==> src/rtl/core/life_grid_generation_step_core_assert.svh <==
// assertion macros for the grid core
// the including module provides clk and rst_n
`ifndef LIFE_GRID_GENERATION_STEP_CORE_ASSERT_SVH
`define LIFE_GRID_GENERATION_STEP_CORE_ASSERT_SVH

// same-cycle implication, checked outside reset
`define LGS_ASSERT_HOLDS(label, ante, cons, msg) \
    label: assert property (@(posedge clk) disable iff (!rst_n) (ante) |-> (cons)) \
        else $error(msg);

// next-cycle implication, checked outside reset
`define LGS_ASSERT_NEXT(label, ante, cons, msg) \
    label: assert property (@(posedge clk) disable iff (!rst_n) (ante) |=> (cons)) \
        else $error(msg);

`endif

==> src/rtl/core/lgs_pkg.sv <==
`timescale 1ns / 1ps

package lgs_pkg;

    // field widths of the stream and register beats
    localparam int ACT_W     = 2;
    localparam int ROW_IDX_W = 6;
    localparam int CELLS_W   = 64;
    localparam int CFG_W     = 7;
    localparam int CFG_IDX_W = 1;

    // register reset value for width and height
    localparam logic [CFG_W-1:0] CFG_RESET = 7'd30;

    // register indexes
    localparam logic [CFG_IDX_W-1:0] CFG_IDX_WIDTH  = 1'b0;
    localparam logic [CFG_IDX_W-1:0] CFG_IDX_HEIGHT = 1'b1;

    // neighbor counts for the life rule
    localparam logic [3:0] BIRTH_COUNT   = 4'd3;
    localparam logic [3:0] SURVIVE_COUNT = 4'd2;

    // item actions
    typedef enum logic [ACT_W-1:0] {
        ACT_WRITE = 2'd0,
        ACT_READ  = 2'd1,
        ACT_STEP  = 2'd2,
        ACT_NONE  = 2'd3
    } action_t;

endpackage

==> src/rtl/core/lgs_row_unit.sv <==
`timescale 1ns / 1ps

module lgs_row_unit #(
    parameter int MAX_W = 64,
    parameter int COL_W = 6
) (
    input  logic [MAX_W-1:0] above,
    input  logic [MAX_W-1:0] cur,
    input  logic [MAX_W-1:0] below,
    input  logic [COL_W-1:0] last_col,
    input  logic [MAX_W-1:0] col_mask,
    output logic [MAX_W-1:0] next_row
);

    import lgs_pkg::*;

    logic [MAX_W-1:0] alive;

    // one lane per column, wrap at the last column in use
    always_comb
    begin
        logic [7:0] nbr;
        logic [3:0] cnt;
        logic       al, ac, bl, bc, br, ml, mr;
        alive = '0;
        for (int x = 0; x < MAX_W; x++)
        begin
            if (x == 0)
            begin
                al = above[last_col];
                ml = cur[last_col];
                bl = below[last_col];
            end
            else
            begin
                al = above[x-1];
                ml = cur[x-1];
                bl = below[x-1];
            end
            if (COL_W'(x) == last_col)
            begin
                ac = above[0];
                mr = cur[0];
                br = below[0];
            end
            else if (x + 1 < MAX_W)
            begin
                ac = above[(x+1) % MAX_W];
                mr = cur[(x+1) % MAX_W];
                br = below[(x+1) % MAX_W];
            end
            else
            begin
                ac = 1'b0;
                mr = 1'b0;
                br = 1'b0;
            end
            bc  = below[x];
            nbr = {al, above[x], ac, ml, mr, bl, bc, br};
            cnt = 4'($countones(nbr));
            alive[x] = (cnt == BIRTH_COUNT) || ((cnt == SURVIVE_COUNT) && cur[x]);
        end
    end

    assign next_row = alive & col_mask;

endmodule

==> config.mk <==
export PLATFORM = sky130hd
export DESIGN_NAME = lgs_row_unit
export DESIGN_NICKNAME = d
export VERILOG_FILES = /design/src/rtl/core/life_grid_generation_step_core_assert.svh /design/src/rtl/core/lgs_pkg.sv /design/src/rtl/core/lgs_row_unit.sv
export SDC_FILE = /design/constraint.sdc
export NUM_CORES = 1
export LEC_CHECK = 0
export BUFFER_PORTS_ARGS = -buffer_cell sky130_fd_sc_hd__buf_4
export CAP_MARGIN = 15
export CELL_PAD_IN_SITES_DETAIL_PLACEMENT = 1
export CELL_PAD_IN_SITES_GLOBAL_PLACEMENT = 1
export CORE_ASPECT_RATIO = 1.5
export CORE_MARGIN = 1.5
export CORE_UTILIZATION = 48
export DETAILED_ROUTE_END_ITERATION = 8
export PLACE_DENSITY_LB_ADDON = 0.1
export REMOVE_ABC_BUFFERS = 1
export SYNTH_ARGS = -nofsm -noshare
export SYNTH_HDL_FRONTEND = slang
export SYNTH_SLANG_ARGS = --single-unit
==> constraint.sdc <==
create_clock -name vclk -period 12.37
set_clock_uncertainty 0.2 [all_clocks]
set_input_delay 2.474 -clock vclk [all_inputs]
set_output_delay 2.474 -clock vclk [all_outputs]
set_load 0.05 [all_outputs]
==> impl_summary.txt, run 1 <==
----------------------------------------------------
[Synthesis]
  Cells taking the most area after synthesis ... fa_1 (34%), ha_1 (16%), inv_1 (11%), mux2i_1 (8.5%), mux4_2 (7.1%)
  Synthesized instance count ... 1590
  Commonest cells in the netlist ... inv_1 (428), fa_1 (256), ha_1 (192), mux2i_1 (127), nor2_1 (108)
  Biggest area consumer among synthesized cells ... fa_1
  Dominant cell by count in the synthesized netlist ... inv_1
  Fraction of synthesized cell area taken by the top area cell type ... 34.4%
  Sequential element share of the synthesized area ... 0%
  Post-synthesis average cell area ... 9.37 µm²
  Synth warnings ... 0
  Synth cell types ... 32
  Post-synth design cell area ... 14900 µm²

[Status]
  Status ... complete, no violations

[GRT]
  Vias in the first global route ... 15300
  Total track usage ... 31.8%
  Global-route wire length before repair ... 79900 µm
  Initial antenna violation count ... 1
  Maximum number of pins on one net before global-route repair ... 68
  Total overflow reported by the global router ... 0

[Min path]
  Worst hold path class ... in -> out

[Worst setup path]
  Cell with the largest stage delay on the worst path ... buf_4
  CP max FO ... 44
  Data required time at the worst endpoint ... 9.70 ns
  Most repeated library cell on the critical path ... fa_1
  Category of the worst setup path launch point ... input port
  Type of the worst setup path ... in -> out
  Data arrival time of the critical path ... 7.67 ns
  Critical Path End Type ... output pin
  Dominant delay contributor by cell family on the critical path ... adder cells
  Delay of the slowest cell on the worst path ... 0.61 ns
  Buffers & Inverters on Critical Path ... 4
  Critical path cell sequence ... buf_4, buf_4, mux4_2, a22oi_1, a21oi_1, nor4_1, fa_1, fa_1, fa_1, inv_1, ha_1, fa_1, o21ai_0, o2111a_1, buf_4

[Routing]
  DRC violation total after the first TritonRoute iteration ... 472
  Remaining antenna violation count ... 0
  Wire length after detailed routing ... 49600 µm
  First-pass detailed-route iteration total ... 5
  Via total after detailed routing ... 13200
  Routed wire per std cell ... 21.8 µm
  Number of remaining DRC errors ... 0
  Vias/cell ... 5.78

[Pwr]
  Total chip power ... 0.00137 W
  NetSw ... 0.000815 W
  Switching power share of the total ... 59.3%
  Static leakage ... 9.08 nW
  Internal power ... 0.000559 W
  Worst IR drop on VDD ... 56.4 µV
  Clk pwr share ... 0%
  Share of power burned in combinational logic ... 100.0%
  Total power per unit cell area ... 77.7 nW/µm²
  Flop pwr share ... 0%

[Cells and area]
  Area Overhead vs Synth ... 18.8%
  Final sequential cell count ... 0
  Fraction of layout instances using a drive strength above 1 ... 23.6%
  Non-filler instance count after layout ... 2280
  Number of nets at the end of the flow ... 2591
  Register area ... 0 µm²
  Clk_buf instances ... 0

[Floorplan]
  Starting utilization of the core area ... 49.1%
  DIE AREA ... 32100 µm²
  Die Wd ... 147 µm
  Chip height ... 219 µm
  Total number of placement rows ... 78
  Core area ... 30400 µm²
  Top-Level Pins ... 326

[STA]
  RSZ-0062 raised after global routing ... false
  Part of the cycle the worst path needs ... 83.6%
  Total Negative Setup Slacks ... 0 ns
  Setup violations, final ... 0
  Crit path time final ... 10.34 ns
  Final Max Tran Viols ... 0
  Count of endpoints failing hold in the final timing report ... 0
  Worst slew slack as a fraction of its limit ... 35.4%
  Peak Freq ... 96.7 MHz
  Slew of the pin with the lowest slew margin ... 0.970 ns

[Placed design]
  Placed cells ... 2278
  Number of buffer cells added on primary ports ... 326
  Detailed placer's ending HPWL ... 43000 µm
  Placer congestion estimate ... 0.895

[Run]
  Number of maximum-capacitance violations ... 0

[Clock network]
  Postcts setup bufs ... 0
  Number of hold-repair buffers added at the cts stage ... 0
  Post_cts resized ... 0

----------------------------------------------------
[logic make-up after synthesis]
group                    synth area share [%]
AO/OA/AOI/OAI                            6.62
adder cells (fa/ha/maj)                  50.5
buffers and inverters                    12.2
multiplexers                             20.5
AND/OR/NAND/NOR                          10.1
[metal layers]
layer	wire length, µm	vias up	track usage [%]	part of all wire (%)
li1	-	5852	-	-
met1	18100	6758	35.8	37
met2	26500	423	59.7	53
met3	2360	138	3.36	4.8
met4	2660	0	14.6	5.4
met5	0	-	0	0
[final timing paths]
| path | cells past startpoint | startpoint | to | slack (ns) |
|---|---|---|---|---|
| setup / recovery | 15 | last_col[0] | next_row[0] | 2.03 |
| hold / removal | 3 | col_mask[41] | next_row[41] | 5.16 |
[cells in the final DEF (no fill, tap or decap), types with 3 or more instances in the layout]
master	n
nor4_1	3
a31oi_1	19
fa_1	256
mux2i_1	127
buf_4	333
a2111oi_0	44
mux2_2	61
nor4b_1	63
a21oi_1	57
nor3_1	4
nand2_1	66
a22oi_1	24
ha_1	192
inv_1	428
nand2b_1	8
mux4_2	47
nor2b_1	23
nand3_1	4
nor2_1	108
and2_1	3
[layout make-up]
type / count / area, µm²
Fill cell: 3588 / 12700
Antenna cell: 1 / 2.50
Inverter: 428 / 1610
Tap cell: 400 / 500
Timing Repair Buffer: 334 / 2510
Multi-Input combinational cell: 1117 / 13100
[power by group through the flow]
stage	sequential, W	clock, W	combinational, W
after detailed placement	0	0	0.00138
after global placement	0	0	0.00129
after global routing	0	0.0000000000108	0.00157
final	0	0.0000000000108	0.00137
after CTS	0	0	0.00139
after floorplan	0	0	0.000910
[through the flow]
| step | util [%] | hold slack [ns] | cell area [µm²] | setup WS, ns |
|---|---|---|---|---|
| after detailed placement | 58.2 | 5.16 | 17700 | 2.04 |
| final | 58.3 | 5.16 | 17700 | 2.03 |
| after floorplan | - | 5.02 | 14700 | 2.46 |
| after global routing | 58.3 | 5.17 | 17700 | 1.66 |
| after CTS | 58.2 | 5.16 | 17700 | 2.04 |
| after global placement | 58.2 | 5.16 | 17700 | 2.06 |
Note: power is estimated with default switching activity, not from simulation.
==> run 2: changes to the inputs <==
--- a/config.mk
+++ b/config.mk
@@ -5,13 +5,14 @@
 export SDC_FILE = /design/constraint.sdc
 export NUM_CORES = 1
 export LEC_CHECK = 0
+export ABC_AREA = 1
 export BUFFER_PORTS_ARGS = -buffer_cell sky130_fd_sc_hd__buf_4
 export CAP_MARGIN = 15
 export CELL_PAD_IN_SITES_DETAIL_PLACEMENT = 1
 export CELL_PAD_IN_SITES_GLOBAL_PLACEMENT = 1
 export CORE_ASPECT_RATIO = 1.5
 export CORE_MARGIN = 1.5
-export CORE_UTILIZATION = 48
+export CORE_UTILIZATION = 37
 export DETAILED_ROUTE_END_ITERATION = 8
 export PLACE_DENSITY_LB_ADDON = 0.1
 export REMOVE_ABC_BUFFERS = 1
==> constraint.sdc (replaced) <==
create_clock -name vclk -period 9.4
set_clock_uncertainty 0.2 [all_clocks]
set_input_delay 1.88 -clock vclk [all_inputs]
set_output_delay 1.88 -clock vclk [all_outputs]
set_load 0.05 [all_outputs]
==> impl_summary.txt, run 2 <==
----------------------------------------------------
[Routing]
  Vias/cell ... 5.17
  First-pass detailed-route iteration total ... 5
  Via total after detailed routing ... 16300
  Remaining antenna violation count ... 0
  Wire length after detailed routing ... 60000 µm
  Routed wire per std cell ... 19.1 µm
  DRC violation total after the first TritonRoute iteration ... 610
  Number of remaining DRC errors ... 0

[Synthesis]
  Synth warnings ... 0
  Synth cell types ... 30
  Commonest cells in the netlist ... nand2_1 (597), inv_1 (557), fa_1 (256), ha_1 (192), o21ai_0 (191)
  Dominant cell by count in the synthesized netlist ... nand2_1
  Post-synth design cell area ... 15500 µm²
  Cells taking the most area after synthesis ... fa_1 (33%), ha_1 (16%), nand2_1 (14%), inv_1 (14%), o21ai_0 (6.2%)
  Post-synthesis average cell area ... 6.78 µm²
  Biggest area consumer among synthesized cells ... fa_1
  Fraction of synthesized cell area taken by the top area cell type ... 33.1%
  Sequential element share of the synthesized area ... 0%
  Synthesized instance count ... 2279

[Floorplan]
  Top-Level Pins ... 326
  DIE AREA ... 43000 µm²
  Die Wd ... 170 µm
  Core area ... 41200 µm²
  Starting utilization of the core area ... 37.5%
  Chip height ... 253 µm
  Total number of placement rows ... 91

[Placed design]
  Number of buffer cells added on primary ports ... 326
  Placement Cell Area ... 18500 µm²
  Detailed placer's ending HPWL ... 51400 µm
  DP Worst Slack ... 0.776 ns
  Placer congestion estimate ... 0.861

[STA]
  Setup violations, final ... 0
  Peak Freq ... 116 MHz
  Slew of the pin with the lowest slew margin ... 0.954 ns
  Final Max Tran Viols ... 0
  RSZ-0062 raised after global routing ... false
  Part of the cycle the worst path needs ... 91.6%
  Crit path time final ... 8.61 ns
  Minimum setup slack in the final design ... 0.786 ns
  Count of endpoints failing hold in the final timing report ... 0
  Worst slew slack as a fraction of its limit ... 36.3%
  Total Negative Setup Slacks ... 0 ns

[GRT]
  Total overflow reported by the global router ... 0
  Initial antenna violation count ... 3
  Maximum number of pins on one net before global-route repair ... 47
  Total track usage ... 28.1%
  Vias in the first global route ... 18300
  Global-route wire length before repair ... 94100 µm

[Cells and area]
  Final sequential cell count ... 0
  Number of nets at the end of the flow ... 3295
  Clk_buf instances ... 0
  Most frequent cells in the layout ... nand2_1 (597), inv_1 (555), buf_4 (360), fa_1 (256), ha_1 (192)
  Fraction of layout instances using a drive strength above 1 ... 14.4%
  Multi-input logic area ... 13000 µm²
  Register area ... 0 µm²
  Count of filler cells inserted in the layout ... 5460
  Leading cell type in the layout, fill and taps excluded ... nand2_1
  Cell area after layout ... 18500 µm²
  Area Overhead vs Synth ... 19.8%

[Worst setup path]
  Most repeated library cell on the critical path ... nand2_1
  Buffers & Inverters on Critical Path ... 5
  Delay of the slowest cell on the worst path ... 0.55 ns
  Type of the worst setup path ... in -> out
  CP max FO ... 42
  Data required time at the worst endpoint ... 7.32 ns
  Data arrival time of the critical path ... 6.53 ns
  Cell with the largest stage delay on the worst path ... fa_1
  Category of the worst setup path launch point ... input port
  Dominant delay contributor by cell family on the critical path ... adder cells
  Critical path cell sequence ... buf_4, inv_2, buf_4, nand2_1, nand2_1, nand2_1, nand2_1, nand2_1, nand2_1, o21ai_1, nand2_1, nor2_1, fa_1, fa_1, fa_1, inv_1, ha_1, fa_1, o211ai_1, nor2_1, buf_4
  Critical Path End Type ... output pin

[Pwr]
  Total chip power ... 0.00190 W
  Total power per unit cell area ... 102 nW/µm²
  Static leakage ... 10.3 nW
  Worst IR drop on VDD ... 57.8 µV

[Min path]
  Worst hold path class ... in -> out

[Clock network]
  Postcts setup bufs ... 0
  Post_cts resized ... 0
  Number of hold-repair buffers added at the cts stage ... 0

[Run]
  Number of maximum-capacitance violations ... 0

[Status]
  Status ... complete, no violations

----------------------------------------------------
run 2: changes by cell type in the layout (fill, tap and decap cells not counted), sizes merged, moves of 17 or more:
cell,before,now
a21oi,57,74
mux2i,127,0
nor2b,23,0
inv,428,559
buf,334,361
nand2,66,601
o21ai,1,201
a31oi,19,44
nor4b,63,0
mux2,62,0
mux4,48,0
nor2,108,178
run 2: path summary, 6_finish.rpt:
path | cells past startpoint | end | from
setup / recovery | 21 | next_row[0] | last_col[0]
hold / removal | 4 | next_row[1] | col_mask[1]
run 2: per-layer routing:
metal / routed length (µm) / track usage, %
met5: 29 / 0
met1: 22400 / 30.3
met3: 2460 / 2.64
met4: 2810 / 11.9
met2: 32300 / 55.0
run 2: cell families after synthesis:
logic type | count (synthesis) | synth area share (%)
compound gates | 408 | 15.5
fa+ha+maj | 448 | 48.7
buf+inv | 617 | 15.9
simple gates | 806 | 20.0
run 2: area by class of cell:
| cell class | count | area share, % |
|---|---|---|
| tap | 558 | 3.77 |
| multi-input combinational | 1662 | 70.2 |
| antenna | 1 | 0.0135 |
| timing repair buffer | 361 | 14.7 |
| inverter | 560 | 11.3 |
run 2: per-stage QoR:
stage               hold WS, ns  cells  utilization, %
floorplan                  3.81   2222               -
global placement           3.96   3141            44.9
detailed placement         3.96   3141            44.9
CTS                        3.96   3141            44.9
global route               3.98   3142            44.9
finish                     3.95   3142            44.9
run 2: report_power, final:
group	leakage [nW]	internal, W	switching [W]	total, W
sequential	0	0	0	0
combinational	10.3	0.000730	0.00117	0.00190
clock	0.00000634	0.0000000000143	0	0.0000000000144
total	10.3	0.000730	0.00117	0.00190
==> run 3: changes to the inputs <==
--- a/config.mk
+++ b/config.mk
@@ -5,16 +5,15 @@
 export SDC_FILE = /design/constraint.sdc
 export NUM_CORES = 1
 export LEC_CHECK = 0
-export ABC_AREA = 1
 export BUFFER_PORTS_ARGS = -buffer_cell sky130_fd_sc_hd__buf_4
 export CAP_MARGIN = 15
 export CELL_PAD_IN_SITES_DETAIL_PLACEMENT = 1
 export CELL_PAD_IN_SITES_GLOBAL_PLACEMENT = 1
 export CORE_ASPECT_RATIO = 1.5
 export CORE_MARGIN = 1.5
-export CORE_UTILIZATION = 37
+export CORE_UTILIZATION = 40
 export DETAILED_ROUTE_END_ITERATION = 8
-export PLACE_DENSITY_LB_ADDON = 0.1
+export PLACE_DENSITY = 0.78
 export REMOVE_ABC_BUFFERS = 1
 export SYNTH_ARGS = -nofsm -noshare
 export SYNTH_HDL_FRONTEND = slang
==> impl_summary.txt, run 3 (same netlist as run 1, synthesis figures left out) <==
----------------------------------------------------
[Floorplan]
  Top-Level Pins ... 326
  Die Wd ... 161 µm
  Chip height ... 239 µm
  Starting utilization of the core area ... 40.6%
  DIE AREA ... 38400 µm²
  Core area ... 36700 µm²
  Total number of placement rows ... 86

[Placed design]
  Placement Cell Area ... 17900 µm²
  Detailed placer's ending HPWL ... 45100 µm
  Placer congestion estimate ... 0.873
  Number of buffer cells added on primary ports ... 326

[Worst setup path]
  Category of the worst setup path launch point ... input port
  Dominant delay contributor by cell family on the critical path ... adder cells
  Critical path cell sequence ... buf_4, mux4_2, a22oi_1, a21oi_1, nor4_1, fa_1, fa_1, fa_1, inv_1, ha_1, fa_1, o21ai_0, o2111a_1, buf_4
  Data arrival time of the critical path ... 6.78 ns
  Most repeated library cell on the critical path ... fa_1
  Cell with the largest stage delay on the worst path ... buf_4
  Delay of the slowest cell on the worst path ... 0.60 ns
  Critical Path End Type ... output pin
  Data required time at the worst endpoint ... 7.32 ns
  CP max FO ... 45
  Launch point of the worst path ... last_col[0]
  Type of the worst setup path ... in -> out
  Buffers & Inverters on Critical Path ... 3

[Routing]
  Vias/cell ... 5.60
  Number of remaining DRC errors ... 0
  DRC violation total after the first TritonRoute iteration ... 540
  First-pass detailed-route iteration total ... 5
  Wire length after detailed routing ... 52200 µm
  Routed wire per std cell ... 21.9 µm
  Remaining antenna violation count ... 0
  Via total after detailed routing ... 13300

[GRT]
  Initial antenna violation count ... 3
  Global-route wire length before repair ... 82000 µm
  Total track usage ... 27.4%
  Vias in the first global route ... 15600
  Maximum number of pins on one net before global-route repair ... 68
  Total overflow reported by the global router ... 0

[Pwr]
  NetSw ... 0.00109 W
  Static leakage ... 9.16 nW
  Total power per unit cell area ... 102 nW/µm²
  Total chip power ... 0.00183 W
  Flop pwr share ... 0%
  Switching power share of the total ... 59.5%
  Clk pwr share ... 0%
  Internal power ... 0.000740 W
  Share of power burned in combinational logic ... 100.0%
  Worst IR drop on VDD ... 76.6 µV

[Clock network]
  Postcts setup bufs ... 0
  Number of hold-repair buffers added at the cts stage ... 0
  Post_cts resized ... 0

[STA]
  Setup violations, final ... 0
  RSZ-0062 raised after global routing ... false
  Slew of the pin with the lowest slew margin ... 0.964 ns
  Crit path time final ... 8.86 ns
  Post-Route Hold Slack ... 3.97 ns
  Final Max Tran Viols ... 0
  Part of the cycle the worst path needs ... 94.3%
  Peak Freq ... 113 MHz
  Worst slew slack as a fraction of its limit ... 35.7%
  Count of endpoints failing hold in the final timing report ... 0
  Total Negative Setup Slacks ... 0 ns

[Cells and area]
  Number of nets at the end of the flow ... 2608
  Most frequent cells in the layout ... inv_1 (428), buf_4 (351), fa_1 (256), ha_1 (192), mux2i_1 (127)
  Multi-input logic area ... 13100 µm²
  Register area ... 0 µm²
  Cell area after layout ... 17900 µm²
  Core Util, Final ... 48.9%
  Fraction of layout instances using a drive strength above 1 ... 24.3%
  Count of filler cells inserted in the layout ... 4276
  Leading cell type in the layout, fill and taps excluded ... inv_1
  Clk_buf instances ... 0
  Final sequential cell count ... 0
  Area Overhead vs Synth ... 20.4%

[Status]
  Status ... complete, no violations

[Min path]
  Worst hold path class ... in -> out
  Worst hold path startpoint ... col_mask[17]

[Run]
  Number of maximum-capacitance violations ... 0

----------------------------------------------------
==> run 3: cell count changes in the layout (fill, tap and decap cells not counted), sizes merged, moves of 16 or more <==
| cell | change |
|---|---|
| inv | -131 |
| mux2 | +62 |
| nor2b | +23 |
| o21ai | -200 |
| mux4 | +48 |
| nor4b | +63 |
| a21oi | -17 |
| mux2i | +127 |
| nand2 | -535 |
| nor2 | -70 |
| a22oi | +16 |
| a31oi | -25 |
==> run 3: path summary, 6_finish.rpt <==
path | to | slack (ns) | cells after the start
worst max-delay path | next_row[0] | 0.54 | 14
worst min-delay path | next_row[17] | 3.97 | 3
==> run 3: per-stage QoR <==
stage / setup slack [ns] / cells
global route: 0.236 / 2383
detailed placement: 0.533 / 2380
finish: 0.535 / 2383
CTS: 0.526 / 2380
floorplan: 0.675 / 1545
global placement: 0.683 / 2380
==> run 3: routing by layer <==
metal	routed length (µm)	vias up	GRT usage, %
met2	28500	428	53.2
met3	2220	165	2.93
li1	-	5880	-
met1	18400	6866	28.9
met4	3100	0	14.1
met5	0	-	0
==> run 3: power groups by stage <==
stage | clock network (W) | registers [W] | logic [W]
after global placement | 0 | 0 | 0.00171
after CTS | 0 | 0 | 0.00184
after global routing | 0.0000000000427 | 0 | 0.00207
after floorplan | 0 | 0 | 0.00120
after detailed placement | 0 | 0 | 0.00183
final | 0.0000000000427 | 0 | 0.00183
==> run 3: cell type report <==
cell class,count,share of cell area [%]
well taps,484,3.38
repair buffers,351,14.7
multi-input cells,1117,72.9
diodes,3,0.0419
inverters,428,8.96
==> run 3: worst min-delay path: stages <==
cell,delay [ns]
buf_4,0.10
nor4b_1,0.13
buf_4,0.18
